[config.mk]
export PLATFORM = sky130hd
export DESIGN_NAME = ascii_integer_field_parser
export DESIGN_NICKNAME = d
export VERILOG_FILES = /design/src/design/aifp_pkg.sv /design/src/design/ascii_integer_field_parser.sv
export SDC_FILE = /design/constraint.sdc
export NUM_CORES = 1
export LEC_CHECK = 0
export ABC_CLOCK_PERIOD_IN_PS = 20600
export BUFFER_PORTS_ARGS = -buffer_cell sky130_fd_sc_hd__buf_4
export CELL_PAD_IN_SITES_DETAIL_PLACEMENT = 0
export CELL_PAD_IN_SITES_GLOBAL_PLACEMENT = 1
export CORE_MARGIN = 3
export CORE_UTILIZATION = 25
export CTS_CLUSTER_DIAMETER = 100
export DETAILED_ROUTE_END_ITERATION = 10
export PLACE_DENSITY = 0.47
export SYNTH_ARGS = -nofsm -noshare
export SYNTH_HDL_FRONTEND = slang
export SYNTH_SLANG_ARGS = --single-unit
[constraint.sdc]
create_clock -name i_clk -period 20.6 [get_ports i_clk]
set_input_delay 3.09 -clock i_clk [delete_from_list [all_inputs] [get_ports i_clk]]
set_output_delay 3.09 -clock i_clk [all_outputs]
set_load 0.02 [all_outputs]
[src/design/aifp_pkg.sv]
// Shared types and constants for the ASCII integer field parser.
`default_nettype none

package aifp_pkg;

    localparam int Q_DEPTH = 4;

    localparam logic [1:0] MODE_SIGNED   = 2'd0;
    localparam logic [1:0] MODE_UNSIGNED = 2'd1;
    localparam logic [1:0] MODE_RUNE     = 2'd2;

    localparam logic [20:0] CH_TAB   = 21'h09;
    localparam logic [20:0] CH_LF    = 21'h0A;
    localparam logic [20:0] CH_FF    = 21'h0C;
    localparam logic [20:0] CH_CR    = 21'h0D;
    localparam logic [20:0] CH_SPACE = 21'h20;
    localparam logic [20:0] CH_PLUS  = 21'h2B;
    localparam logic [20:0] CH_MINUS = 21'h2D;
    localparam logic [20:0] CH_0     = 21'h30;
    localparam logic [20:0] CH_7     = 21'h37;
    localparam logic [20:0] CH_9     = 21'h39;
    localparam logic [20:0] CH_UA    = 21'h41;
    localparam logic [20:0] CH_UF    = 21'h46;
    localparam logic [20:0] CH_UX    = 21'h58;
    localparam logic [20:0] CH_LA    = 21'h61;
    localparam logic [20:0] CH_LF_HEX = 21'h66;
    localparam logic [20:0] CH_LX    = 21'h78;

    localparam logic [15:0] COUNT_MAX = 16'hFFFF;

    typedef enum logic [1:0] {
        BASE_DEC = 2'd0,
        BASE_OCT = 2'd1,
        BASE_HEX = 2'd2
    } t_base;

    typedef enum logic [1:0] {
        ST_OK        = 2'd0,
        ST_NO_DIGITS = 2'd1,
        ST_END       = 2'd2
    } t_status;

    typedef struct packed {
        logic [20:0] character;
        logic        end_of_input;
    } t_in_item;

    typedef struct packed {
        logic [31:0] field_value;
        t_status     status;
        logic [15:0] char_count;
        logic [31:0] line_number;
        logic        last;
    } t_out_item;

    typedef struct packed {
        logic        in_field;
        logic [15:0] char_index;
        logic        neg;
        t_base       base;
        logic [31:0] acc;
        logic        line_inc;
        logic        emit;
        logic [31:0] value;
        t_status     status;
        logic [15:0] count;
        logic        again;
    } t_step;

endpackage

`default_nettype wire

[src/design/ascii_integer_field_parser.sv]
// ASCII integer field parser: one character per transaction, fields out through a queue.
// Each result is registered into the output queue when its input transaction is accepted.
// Throughput: one character per cycle while the input is not stalled; a character that ends a
// field and starts the next one gives two results, which leave the output queue in turn.
// Input stalls while the output queue holds more than QUEUE_DEPTH-2 results.
// Reset (synchronous, active low) clears mode, parse state, line count and the queue.
`default_nettype none

module ascii_integer_field_parser
    import aifp_pkg::*;
#(
    parameter int QUEUE_DEPTH = Q_DEPTH
) (
    input  wire logic      i_clk,
    input  wire logic      i_rst_n,
    input  wire logic      i_cfg_we,
    input  wire logic [1:0] i_cfg_wdata,
    input  wire logic      i_in_valid,
    output logic           o_in_stall,
    input  wire t_in_item  i_in_data,
    output logic           o_out_valid,
    input  wire logic      i_out_stall,
    output t_out_item      o_out_data
);

    localparam int PW = (QUEUE_DEPTH > 1) ? $clog2(QUEUE_DEPTH) : 1;
    localparam int CW = $clog2(QUEUE_DEPTH + 1);

    logic [1:0]  r_mode;
    logic        r_in_field, n_in_field;
    logic [15:0] r_char_index, n_char_index;
    logic        r_neg, n_neg;
    t_base       r_base, n_base;
    logic [31:0] r_acc, n_acc;
    logic [31:0] r_line, n_line;

    t_out_item   r_queue [QUEUE_DEPTH];
    logic [PW-1:0] r_wp, n_wp, r_rp, n_rp;
    logic [CW-1:0] r_count, n_count;

    logic      accept, pop, wr0, wr1;
    t_step     step_a, step_b;
    t_out_item item0, item1;

    function automatic t_step field_step(
        input logic        in_f,
        input logic [15:0] idx_in,
        input logic        neg_in,
        input t_base       base_in,
        input logic [31:0] acc_in,
        input logic [20:0] c,
        input logic [1:0]  mode
    );
        t_step       s;
        logic [15:0] idx;
        logic        blank;
        logic        consumed;
        logic        dig_ok;
        logic [3:0]  dig;
        logic [31:0] mul;
        s.in_field   = in_f;
        s.char_index = idx_in;
        s.neg        = neg_in;
        s.base       = base_in;
        s.acc        = acc_in;
        s.line_inc   = 1'b0;
        s.emit       = 1'b0;
        s.value      = '0;
        s.status     = ST_OK;
        s.count      = '0;
        s.again      = 1'b0;
        idx          = idx_in;
        consumed     = 1'b0;
        dig_ok       = 1'b0;
        dig          = '0;
        mul          = '0;
        blank = (c == CH_SPACE) || (c == CH_TAB) || (c == CH_LF) ||
                (c == CH_CR) || (c == CH_FF);
        if (!in_f && blank) begin
            s.line_inc = (c == CH_LF);
        end else if (!in_f && mode == MODE_RUNE) begin
            s.emit   = 1'b1;
            s.value  = {11'd0, c};
            s.status = ST_OK;
            s.count  = 16'd1;
        end else begin
            if (!in_f) begin
                s.in_field = 1'b1;
                idx        = '0;
                s.neg      = 1'b0;
                s.base     = BASE_DEC;
                s.acc      = '0;
            end
            s.char_index = (idx != COUNT_MAX) ? idx + 16'd1 : idx;
            if (idx == 16'd0) begin
                if (mode == MODE_SIGNED && c == CH_MINUS) begin
                    s.neg    = 1'b1;
                    consumed = 1'b1;
                end else if (mode == MODE_SIGNED && c == CH_PLUS) begin
                    consumed = 1'b1;
                end else if (c == CH_0) begin
                    s.base   = BASE_OCT;
                    consumed = 1'b1;
                end
            end else if (idx == 16'd1) begin
                if ((c == CH_LX || c == CH_UX) && s.base == BASE_OCT) begin
                    s.base   = BASE_HEX;
                    consumed = 1'b1;
                end
            end
            if (!consumed) begin
                if (c >= CH_0 && c <= CH_9) begin
                    dig_ok = !(s.base == BASE_OCT && c > CH_7);
                    dig    = c[3:0];
                end else if (s.base == BASE_HEX &&
                             ((c >= CH_LA && c <= CH_LF_HEX) ||
                              (c >= CH_UA && c <= CH_UF))) begin
                    dig_ok = 1'b1;
                    dig    = 4'd9 + c[3:0];
                end
                if (dig_ok) begin
                    unique case (s.base)
                        BASE_HEX: mul = {s.acc[27:0], 4'd0};
                        BASE_OCT: mul = {s.acc[28:0], 3'd0};
                        default:  mul = {s.acc[28:0], 3'd0} + {s.acc[30:0], 1'b0};
                    endcase
                    s.acc = mul + {28'd0, dig};
                end else begin
                    s.emit     = 1'b1;
                    s.value    = s.neg ? (32'd0 - s.acc) : s.acc;
                    s.status   = (s.char_index == 16'd1) ? ST_NO_DIGITS : ST_OK;
                    s.count    = s.char_index;
                    s.in_field = 1'b0;
                    s.again    = (s.char_index != 16'd1);
                end
            end
        end
        return s;
    endfunction

    assign o_in_stall  = (r_count > CW'(QUEUE_DEPTH - 2));
    assign accept      = i_in_valid && !o_in_stall;
    assign o_out_valid = (r_count != '0);
    assign o_out_data  = r_queue[r_rp];
    assign pop         = o_out_valid && !i_out_stall;

    always_comb begin
        step_a = field_step(r_in_field, r_char_index, r_neg, r_base, r_acc,
                            i_in_data.character, r_mode);
        step_b = field_step(1'b0, step_a.char_index, step_a.neg, step_a.base,
                            step_a.acc, i_in_data.character, r_mode);

        n_in_field   = r_in_field;
        n_char_index = r_char_index;
        n_neg        = r_neg;
        n_base       = r_base;
        n_acc        = r_acc;
        n_line       = r_line;
        wr0          = 1'b0;
        wr1          = 1'b0;

        item0.field_value = step_a.value;
        item0.status      = step_a.status;
        item0.char_count  = step_a.count;
        item0.line_number = r_line;
        item0.last        = !(step_a.again && step_b.emit);
        item1.field_value = step_b.value;
        item1.status      = step_b.status;
        item1.char_count  = step_b.count;
        item1.line_number = r_line;
        item1.last        = 1'b1;

        if (accept) begin
            if (i_in_data.end_of_input) begin
                n_in_field        = 1'b0;
                wr0               = 1'b1;
                item0.field_value = '0;
                item0.status      = ST_END;
                item0.char_count  = '0;
                item0.last        = 1'b1;
            end else if (step_a.again) begin
                n_in_field   = step_b.in_field;
                n_char_index = step_b.char_index;
                n_neg        = step_b.neg;
                n_base       = step_b.base;
                n_acc        = step_b.acc;
                n_line       = r_line + {31'd0, step_b.line_inc};
                wr0          = 1'b1;
                wr1          = step_b.emit;
            end else begin
                n_in_field   = step_a.in_field;
                n_char_index = step_a.char_index;
                n_neg        = step_a.neg;
                n_base       = step_a.base;
                n_acc        = step_a.acc;
                n_line       = r_line + {31'd0, step_a.line_inc};
                wr0          = step_a.emit;
            end
        end

        n_wp    = r_wp + PW'(wr0) + PW'(wr1);
        n_rp    = r_rp + PW'(pop);
        n_count = r_count + CW'(wr0) + CW'(wr1) - CW'(pop);
    end

    always_ff @(posedge i_clk) begin
        if (!i_rst_n) begin
            r_mode       <= MODE_SIGNED;
            r_in_field   <= 1'b0;
            r_char_index <= '0;
            r_neg        <= 1'b0;
            r_base       <= BASE_DEC;
            r_acc        <= '0;
            r_line       <= '0;
            r_wp         <= '0;
            r_rp         <= '0;
            r_count      <= '0;
        end else begin
            if (i_cfg_we) begin
                r_mode <= i_cfg_wdata;
            end
            r_in_field   <= n_in_field;
            r_char_index <= n_char_index;
            r_neg        <= n_neg;
            r_base       <= n_base;
            r_acc        <= n_acc;
            r_line       <= n_line;
            r_wp         <= n_wp;
            r_rp         <= n_rp;
            r_count      <= n_count;
        end
    end

    always_ff @(posedge i_clk) begin
        for (int i = 0; i < QUEUE_DEPTH; i++) begin
            if (wr0 && PW'(i) == r_wp) begin
                r_queue[i] <= item0;
            end else if (wr1 && PW'(i) == PW'(r_wp + PW'(1))) begin
                r_queue[i] <= item1;
            end
        end
    end

endmodule

`default_nettype wire

==> reports/metrics.csv, run 1 <==
metric;value;unit
status;complete, no violations;
core;90800;sq um
synth_ff_type;edfxtp_1;
hp-class;register to register;
synthXorXnorAreaFrac;3.79;%
drv_cap;0;
fin_nets;2274;
ys_types;85;
fmax;109;MHz
instances_no_fill;3409;
die_width;310;um
grt_pass1_wl;114000;um
finClkSkew;0.0134;ns
ys_seq_area_share;50.0;%
fp.dieArea;96100;sq um
worstHoldStart;r_acc[22];
final_area;26700;sq um
worst_pin_slew;1.10;ns
arrival;9.36;ns
synth_edf_count;304;
cts_tree;built;
wl_per_cell;22.2;um
postCtsHoldBufs;0;
drt-initial-drc-count;1272;
ys_ff_latch;425;
regToRegStartpoint;r_in_field;
drt-total-wl;75800;um
period_minus_slack;9.16;ns
cpPeakStageDelay;0.76;ns
finalWeightedCongestion;0.781;
clockBufferDepth;3;
syn_nets;2237;
clk_latency;0.58;ns
cp_max_fo;87;
cellPowerDensity;97.4;nW/um^2
worst_hold_slack;0.445;ns
ant_nets;0;
synth_mux_area_share;9.27;%
root_buffer;clkbuf_16;
drive_gt1_share;15.6;%
cts-resized-gates;0;
mostFrequentLayoutCells;304 x edfxtp_1, 212 x nand2_1, 169 x nor2_1;
criticalPathCategory;input port to register;
placementRows;110;
synthSimpleGateAreaFrac;16.6;%
grt-ovfl-total;0;
drv_slew;0;
period_share;44.5;%
dr.pass1.iters;6;
path_cells;buf_4, nor4_1, nand4_1, a21o_1, nor4_1, a21oi_1, nor2b_1, inv_1, ha_1, nand4_1, a2111oi_2, a21oi_2, nand3_4, a2111oi_4, nand3b_4, and2_1, inv_6;
yosys.area_share.adder;2.92;%
cp-start-kind;input port;
ios;114;
postPlaceCellArea;25000;sq um
dp_hpwl;51100;um
cp.required;20.80;ns
clk_pin_slew_worst_paths;0.06;ns
die_h;310;um
rsz0062_at_grt;false;
synth-compound-area-share;13.7;%
grt_max_degree;88;
portBuffers;113;
h-tree-depth;2;
antenna_found_initial;4;
slew_headroom;26.6;%
setup_viol;0;
layout_commonest_cell;edfxtp_1;
yosys_warnings;0;
clock-sinks;425;
finalPower;2.60;mW
syn_inst;2157;
peakVddDrop;57.3;uV
critPathLaunch;i_in_data[14];
track_usage;15.6;%
vias;17200;
synth_top_family_by_area;simple AND/OR/NAND/NOR gates;
remaining_drc_errors;0;
endpoint_kind;register;
leakagePower;9.45;nW
numCtsBuffers;47;
first_global_vias;17100;
routed_via_density;5.03;
netlist_area;23100;sq um
crit_path_top_delay_cell;a2111oi_4;
cts_setup_buffers;0;
tns;0;ns
synth_async_sr_flop_share;0;%
syn_area_per_cell;10.7;sq um
area_delta_synth_final;15.6;%
finalHoldViolCount;0;
start_util;25.4;%
placed_cells;3321;
==> area by class of cell <==
type / instances / area, sq um
clock inverters: 17 / 233
fillers: 9352 / 64100
flip-flops and latches: 425 / 11600
inverters: 47 / 181
well taps: 1176 / 1470
diodes: 2 / 5.00
multi-input cells: 1530 / 10800
repair buffers: 143 / 1070
clock buffers: 69 / 1430
==> kinds of logic (layout without fill, tap and decap cells) <==
group / after synthesis / after routing
and+or+nand+nor: 769 / 769
adders and majority gates: 51 / 51
buffers and inverters: 202 / 276
AOI/OAI and AO/OA: 500 / 500
other: 0 / 2
xor gates and xnor gates: 100 / 100
muxes: 110 / 110
DFF: 425 / 425
==> per-stage QoR <==
stage / utilization (%) / worst slack (ns)
global route: 29.4 / 11.14
CTS: 29.4 / 11.43
global placement: 27.6 / 10.86
detailed placement: 27.6 / 10.82
floorplan: - / 8.20
finish: 29.4 / 11.44
==> power by group <==
group          switching, mW  internal, mW  total [mW]
clock                  0.353         0.546       0.898
combinational          0.384         0.262       0.646
sequential            0.0434          1.02        1.06
==> sequential cells by signal, indices dropped and copies added, names as in the netlist <==
| name | flops |
|---|---|
| r_acc | 32 |
| r_base | 2 |
| r_char_index | 16 |
| r_count | 3 |
| r_in_field | 1 |
| r_line | 32 |
| r_mode | 2 |
| r_neg | 1 |
| r_queue | 332 |
| r_rp | 2 |
| r_wp | 2 |
==> synthesized netlist by cell type (8+ instances only) <==
cell type | count | area share, %
buf_1 | 20 | 0.32
a22oi_1 | 36 | 1.2
nand4_1 | 22 | 0.60
buf_4 | 8 | 0.26
dfxtp_1 | 121 | 10
nand2b_1 | 9 | 0.24
buf_2 | 30 | 0.65
nor3_1 | 37 | 0.80
a21oi_1 | 125 | 2.7
a21boi_0 | 10 | 0.32
ha_1 | 46 | 2.5
or4_1 | 9 | 0.29
a21o_1 | 18 | 0.58
xor2_1 | 43 | 1.6
clkbuf_1 | 91 | 1.5
nor4_1 | 16 | 0.43
mux2i_1 | 25 | 1.1
edfxtp_1 | 304 | 39
o22ai_1 | 31 | 0.84
o21ai_1 | 27 | 0.58
xnor2_1 | 57 | 2.2
or3_1 | 16 | 0.43
nor2_1 | 170 | 2.8
nand3_1 | 96 | 2.1
or2_2 | 8 | 0.22
inv_1 | 44 | 0.71
mux4_2 | 83 | 8.1
nor2b_1 | 22 | 0.60
nand2_1 | 213 | 3.5
and3_1 | 24 | 0.65
o21a_1 | 12 | 0.39
a22o_1 | 16 | 0.61
o21ai_0 | 123 | 2.7
and2_1 | 94 | 2.5
o31ai_1 | 14 | 0.45
==> metal layers <==
layer	track usage (%)	vias up	share of wire [%]
met3	2.01	76	4.5
li1	-	8125	-
met2	25.1	353	46
met1	22.5	8597	47
met4	3.18	2	1.6
met5	0	-	0.017
==> path summary, 6_finish.rpt <==
| path | end | slack [ns] | depth (start not counted) |
|---|---|---|---|
| setup / recovery | r_queue[2][8] | 11.44 | 17 |
| hold / removal | r_acc[22] | 0.44 | 2 |
| setup reg to reg | r_queue[2][8] | 13.72 | 18 |
| hold reg to reg | r_acc[22] | 0.44 | 2 |
==> worst max-delay path: cells and delay by family <==
| kind | cells | cell delay (ns) |
|---|---|---|
| and+or+nand+nor | 8 | 3.32 |
| AOI/OAI and AO/OA | 5 | 1.64 |
| buffers and inverters | 3 | 0.89 |
| adders and majority gates | 1 | 0.23 |
No activity file was read; power rests on OpenSTA's default activity.
==> run 2: changes to the inputs <==
--- a/config.mk
+++ b/config.mk
@@ -5,7 +5,7 @@
 export SDC_FILE = /design/constraint.sdc
 export NUM_CORES = 1
 export LEC_CHECK = 0
-export ABC_CLOCK_PERIOD_IN_PS = 20600
+export ABC_CLOCK_PERIOD_IN_PS = 9300
 export BUFFER_PORTS_ARGS = -buffer_cell sky130_fd_sc_hd__buf_4
 export CELL_PAD_IN_SITES_DETAIL_PLACEMENT = 0
 export CELL_PAD_IN_SITES_GLOBAL_PLACEMENT = 1
==> constraint.sdc (replaced) <==
create_clock -name i_clk -period 9.3 [get_ports i_clk]
set_input_delay 1.395 -clock i_clk [delete_from_list [all_inputs] [get_ports i_clk]]
set_output_delay 1.395 -clock i_clk [all_outputs]
set_load 0.02 [all_outputs]
==> run 2 against run 1 <==
  * Routed wire length grew 0.27%
  * Cell count is essentially flat
  * Count of clock-buffer cells in the layout shrank 9
  * Combinational power grew 120%
  * Die area is the same
  * Flip-flop and latch count is the same
  * Via count grew 0.82%
  * Clock power grew 110%
  * Sequential power grew 120%
  * Hold slack lost 0.0019 ns
  * Setup slack lost 9.2 ns
  * Global-route usage grew 0.052 points
  * Critical path type unchanged
  * Largest cell class unchanged
  * Highest routed layer unchanged
==> reports/metrics.csv, run 2 (synthesis gave the netlist of run 1 again) <==
metric;value;unit;change
busiest_layer;met2;;
criticalPathCategory;input port to register;;
reg.largest.list;r_queue x332, r_acc x32, r_line x32;;
die_width;310;um;unchanged
clk_pin_slew_worst_paths;0.06;ns;about the same
grt_util_met2;24.9;%;-0.28 points
largest_reg_flops;332;;unchanged
core;90800;sq um;unchanged
hold_depth;2;;unchanged
fp.dieArea;96100;sq um;unchanged
postCtsHoldBufs;0;;unchanged
cellPowerDensity;212;nW/um^2;+120%
grt.met3_usage;2.27;%;+0.27 points
mostFrequentLayoutCells;304 x edfxtp_1, 212 x nand2_1, 169 x nor2_1;;
crit_path_top_delay_cell;a2111oi_0;;
cpPeakStageDelay;0.69;ns;-0.07 ns
cts_setup_buffers;0;;unchanged
crit_family;simple AND/OR/NAND/NOR gates;;
rsz0062_at_grt;false;;
wl_per_cell;22.3;um;+0.21%
cp.required;9.81;ns;-10.99 ns
cts-resized-gates;0;;unchanged
antenna_found_initial;5;;+1
grt-ovfl-total;0;;unchanged
period_minus_slack;7.04;ns;
clock-sinks;425;;unchanged
placed_cells;3324;;+0.090%
post-route-util;29.3;%;-0.10 points
clk_latency;0.58;ns;about the same
remaining_drc_errors;0;;unchanged
status;complete, no violations;;
setup_viol;0;;unchanged
reg2regPathDepth;18;;unchanged
ios;114;;unchanged
area_delta_synth_final;15.2;%;
start_util;25.4;%;unchanged
numCtsBuffers;46;;-2.1%
path_cells;buf_4, nor4_1, nand4_1, a21o_1, nor4_1, a21oi_1, nor2b_1, ha_1, buf_4, o21ai_0, a21oi_2, nand3_4, a2111oi_0, ha_1, ha_1, nand4_1, nor3_1, nand2_1, or3_1, a21boi_0;;
fin_ws;2.26;ns;-9.18 ns
track_usage;15.6;%;+0.052 points
ant_nets;0;;unchanged
grt.met1_usage;22.5;%;+0.048 points
regMostFlops;r_queue;;
drv_slew;0;;unchanged
vias;17300;;+0.82%
fin_nets;2276;;+0.088%
fmax;142;MHz;
die_h;310;um;unchanged
peakVddDrop;131;uV;+130%
placementRows;110;;unchanged
pre_cts_ws;1.67;ns;-9.14 ns
portBuffers;113;;unchanged
dp_hpwl;50900;um;-0.22%
crit_top_cell;ha_1;;
cp_max_fo;31;;-64%
leakagePower;9.40;nW;-0.58%
first_global_vias;17200;;+0.69%
hp-class;register to register;;
endpoint_kind;register;;
grt_pass1_wl;115000;um;+0.54%
drt-initial-drc-count;1161;;-8.7%
instances_no_fill;3411;;+0.059%
layout_commonest_cell;edfxtp_1;;
drive_gt1_share;15.6;%;about the same
tns;0;ns;unchanged
worst_pin_slew;1.04;ns;-0.0640 ns
clockBufferDepth;3;;unchanged
slew_headroom;31.0;%;+4.4 points
cp.depth;20;;+3
finalPower;5.65;mW;+120%
finClkSkew;0.0240;ns;+0.0106 ns
drt-total-wl;76000;um;+0.27%
crit_buf_inv;2;;-1
grt_max_degree;88;;unchanged
period_share;75.7;%;
dr.pass1.iters;6;;unchanged
arrival;7.54;ns;-1.82 ns
cts_tree;built;;
root_buffer;clkbuf_16;;
drv_cap;0;;unchanged
finalHoldViolCount;0;;unchanged
cp-start-kind;input port;;
routed_via_density;5.07;;+0.76%
h-tree-depth;2;;unchanged
finalWeightedCongestion;0.833;;+6.6%
## run 2: cell count changes in the layout (fill, tap and decap cells not counted), moves of 2 or more
cell,previous run,this run
clkbuf_16,50,47
clkbuf_8,11,5
clkinv_2,5,9
clkinvlp_4,2,5
clkinv_1,3,5
buf_4,143,145
## run 2: final cells by class
class	count	area, sq um
fillers	9428	64200
flip-flops and latches	425	11600
multi-input cells	1530	10800
well taps	1176	1470
clock buffers	60	1270
repair buffers	146	1110
clock inverters	25	263
inverters	47	181
diodes	2	5.00
## run 2: path summary, 6_finish.rpt
kind                 startpoint         end  slack [ns]
hold / removal        r_acc[21]   r_acc[21]        0.44
setup reg to reg     r_in_field  r_line[24]        2.87
setup / recovery  i_in_data[14]  r_line[24]        2.26
hold reg to reg       r_acc[21]   r_acc[21]        0.44
## run 2: through the flow
stage / instance area (sq um) / hold slack (ns)
CTS: 26600 / 0.446
detailed placement: 25100 / 0.437
global route: 26600 / 0.473
global placement: 25100 / 0.435
floorplan: 23100 / 0.417
finish: 26600 / 0.443
## run 2: worst register-to-register path: cells and delay by family (launching register included)
kind,cells,cell delay [ns]
buf+inv,2,0.56
compound gates,3,1.05
simple gates,10,2.99
fa+ha+maj,3,0.90
flops,1,0.87
## run 2: report_power, final
part	internal (mW)	leakage, nW	total, mW	switching, mW
Sequential	2.25	3.85	2.36	0.114
Combinational	0.580	4.80	1.40	0.823
Clock	1.11	0.746	1.89	0.782
Total	3.93	9.40	5.65	1.72
## run 2: per-layer routing
metal | part of all wire (%) | vias to the layer above
met3 | 4.8 | 83
met5 | 0.017 | -
met4 | 2.0 | 2
li1 | - | 8113
met2 | 46 | 393
met1 | 48 | 8703
==> run 3: changes to the inputs <==
--- a/config.mk
+++ b/config.mk
@@ -5,7 +5,7 @@
 export SDC_FILE = /design/constraint.sdc
 export NUM_CORES = 1
 export LEC_CHECK = 0
-export ABC_CLOCK_PERIOD_IN_PS = 9300
+export ABC_CLOCK_PERIOD_IN_PS = 7300
 export BUFFER_PORTS_ARGS = -buffer_cell sky130_fd_sc_hd__buf_4
 export CELL_PAD_IN_SITES_DETAIL_PLACEMENT = 0
 export CELL_PAD_IN_SITES_GLOBAL_PLACEMENT = 1
==> constraint.sdc (replaced) <==
create_clock -name i_clk -period 7.3 [get_ports i_clk]
set_input_delay 1.095 -clock i_clk [delete_from_list [all_inputs] [get_ports i_clk]]
set_output_delay 1.095 -clock i_clk [all_outputs]
set_load 0.02 [all_outputs]
==> run 3 against run 2 <==
  * Hold slack about the same
  * Count of clock-buffer cells in the layout down 4
  * Routed wire length fell by 1.1%
  * Die area is the same
  * Core utilization is 0.18 points higher
  * Clock skew decreased by 0.0031 ns
  * Highest routed layer unchanged
  * Cell count grew 0.23%
  * Clock power increased by 31%
  * Final area is 0.62% higher
  * Sequential power rose by 27%
==> reports/metrics.csv, run 3 (synthesis gave the netlist of run 1 again) <==
metric;value;unit;change
status;complete, no violations;;
grt_pass1_wl;113000;um;-1.2%
drive_gt1_share;15.9;%;+0.31 points
cts-resized-gates;0;;unchanged
cts_setup_buffers;0;;unchanged
cts_tree;built;;
timing.rr.end;r_line[16];;
cpPeakStageDelay;0.75;ns;+0.06 ns
largest_reg_flops;332;;unchanged
cp_max_fo;30;;-3.2%
start_util;25.4;%;unchanged
period_share;84.1;%;
cp.required;7.76;ns;-2.05 ns
ff2ff_setup_slack;1.16;ns;-1.71 ns
instances_no_fill;3419;;+0.23%
drv_cap;0;;unchanged
antenna_found_initial;4;;-1
ant_nets;0;;unchanged
die_h;310;um;unchanged
fin_nets;2281;;+0.22%
placementRows;110;;unchanged
fmax;163;MHz;
layout_commonest_cell;edfxtp_1;;
criticalPathCategory;register to register;;
finalWeightedCongestion;0.794;;-4.7%
cellPowerDensity;272;nW/um^2;+28%
placed_cells;3328;;+0.12%
setup_viol;0;;unchanged
worst_pin_slew;1.03;ns;-0.00648 ns
h-tree-depth;2;;unchanged
core;90800;sq um;unchanged
clockBufferDepth;3;;unchanged
clk_pin_slew_worst_paths;0.06;ns;about the same
postCtsHoldBufs;0;;unchanged
crit_path_top_delay_cell;dfxtp_2;;
drv_slew;0;;unchanged
regMostFlops;r_queue;;
routed.top_layer;met5;;
wl_met3;3500;um;-4.0%
finalHoldViolCount;0;;unchanged
numCtsBuffers;47;;+2.2%
dr_wl_met2;34200;um;-1.4%
endpoint_kind;register;;
slew_headroom;31.4;%;+0.43 points
clk_latency;0.59;ns;about the same
routed_via_density;5.04;;-0.54%
cp-start-kind;register;;
fp.dieArea;96100;sq um;unchanged
wl_met1;35800;um;-0.85%
remaining_drc_errors;0;;unchanged
area_delta_synth_final;15.9;%;
critPathLaunch;r_in_field;;
drt-total-wl;75100;um;-1.1%
regToRegStartpoint;r_in_field;;
arrival;6.60;ns;-0.94 ns
portBuffers;113;;unchanged
reg2regPathDepth;18;;unchanged
finClkSkew;0.0209;ns;-0.00313 ns
cp-endpoint;r_line[16];;
tns;0;ns;unchanged
dp_hpwl;51300;um;+0.69%
clock-sinks;425;;unchanged
peakVddDrop;169;uV;+29%
track_usage;15.5;%;-0.20 points
grt_max_degree;88;;unchanged
ios;114;;unchanged
mostFrequentLayoutCells;304 x edfxtp_1, 212 x nand2_1, 169 x nor2_1;;
rsz0062_at_grt;false;;
leakagePower;9.47;nW;+0.76%
path_cells;nand2_1, inv_1, ha_1, and3_1, nand4_1, or3_1, o21ai_1, nor4_2, nand2_2, nand3_4, a2111oi_0, ha_1, ha_1, nand4_1, nor2_1, nand3_1, xnor2_1, and2_1;;
wl_per_cell;22.0;um;-1.4%
reg.largest.list;r_queue x332, r_acc x32, r_line x32;;
vias;17200;;-0.31%
root_buffer;clkbuf_16;;
finalPower;7.30;mW;+29%
hp-class;register to register;;
period_minus_slack;6.14;ns;
grt-ovfl-total;0;;unchanged
first_global_vias;17300;;+0.56%
crit_top_cell;ha_1;;
dr.pass1.iters;5;;-1
die_width;310;um;unchanged
drt-initial-drc-count;1277;;+10%
fillers;9279;;-1.6%
[run 3: cell count changes in the layout (fill, tap and decap cells not counted), sizes merged, moves of 2 or more]
cell	before	now
buf	146	150
bufinv	5	7
clkbuf	60	56
clkinv	14	21
[run 3: layout make-up]
cell class                      instances  area (sq um)  area share, %
Antenna cell                            3          7.51         0.0280
Clock buffer                           56          1250           4.67
Clock inverter                         32           362           1.35
Inverter                               47           181          0.677
Multi-Input combinational cell       1530         10800           40.1
Sequential cell                       425         11600           43.2
Tap cell                             1176          1470           5.49
Timing Repair Buffer                  150          1200           4.48
[run 3: worst min-delay path by stage]
| stage | slack, ns | cells after the start | to | startpoint |
|---|---|---|---|---|
| after floorplan | 0.42 | 2 | r_acc[20] | r_acc[20] |
| after global placement | 0.43 | 2 | r_acc[21] | r_acc[21] |
| after detailed placement | 0.44 | 2 | r_acc[21] | r_acc[21] |
| after CTS | 0.45 | 2 | r_acc[21] | r_acc[21] |
| after global routing | 0.46 | 2 | r_acc[22] | r_acc[22] |
| final | 0.44 | 2 | r_acc[22] | r_acc[22] |
[run 3: report_power, final]
| part | switching (mW) | internal (mW) | leakage [nW] |
|---|---|---|---|
| Clock | 0.998 | 1.48 | 0.787 |
| Combinational | 1.08 | 0.752 | 4.84 |
| Sequential | 0.128 | 2.86 | 3.85 |
| Total | 2.21 | 5.09 | 9.47 |
[run 3: worst max-delay path, delay by kind of cell, from the launching register on]
kind,cells,cell delay [ns]
xor+xnor,1,0.15
buf+inv,1,0.33
fa+ha+maj,3,0.86
compound gates,2,0.75
flops,1,0.75
simple gates,11,3.14
[run 3: metal layers]
layer | vias to the layer above | global-route usage (%)
li1 | 8152 | -
met1 | 8612 | 22.0
met2 | 389 | 24.6
met3 | 86 | 2.53
met4 | 2 | 3.70
met5 | - | 0
[run 3: metrics by stage]
step / util [%] / cell area, sq um / hold WS (ns) / setup slack (ns)
floorplan: - / 23100 / 0.417 / 0.223
global placement: 27.7 / 25200 / 0.435 / 0.872
detailed placement: 27.7 / 25200 / 0.438 / 0.967
CTS: 29.5 / 26800 / 0.447 / 1.10
global route: 29.5 / 26800 / 0.464 / 0.585
finish: 29.5 / 26800 / 0.443 / 1.16
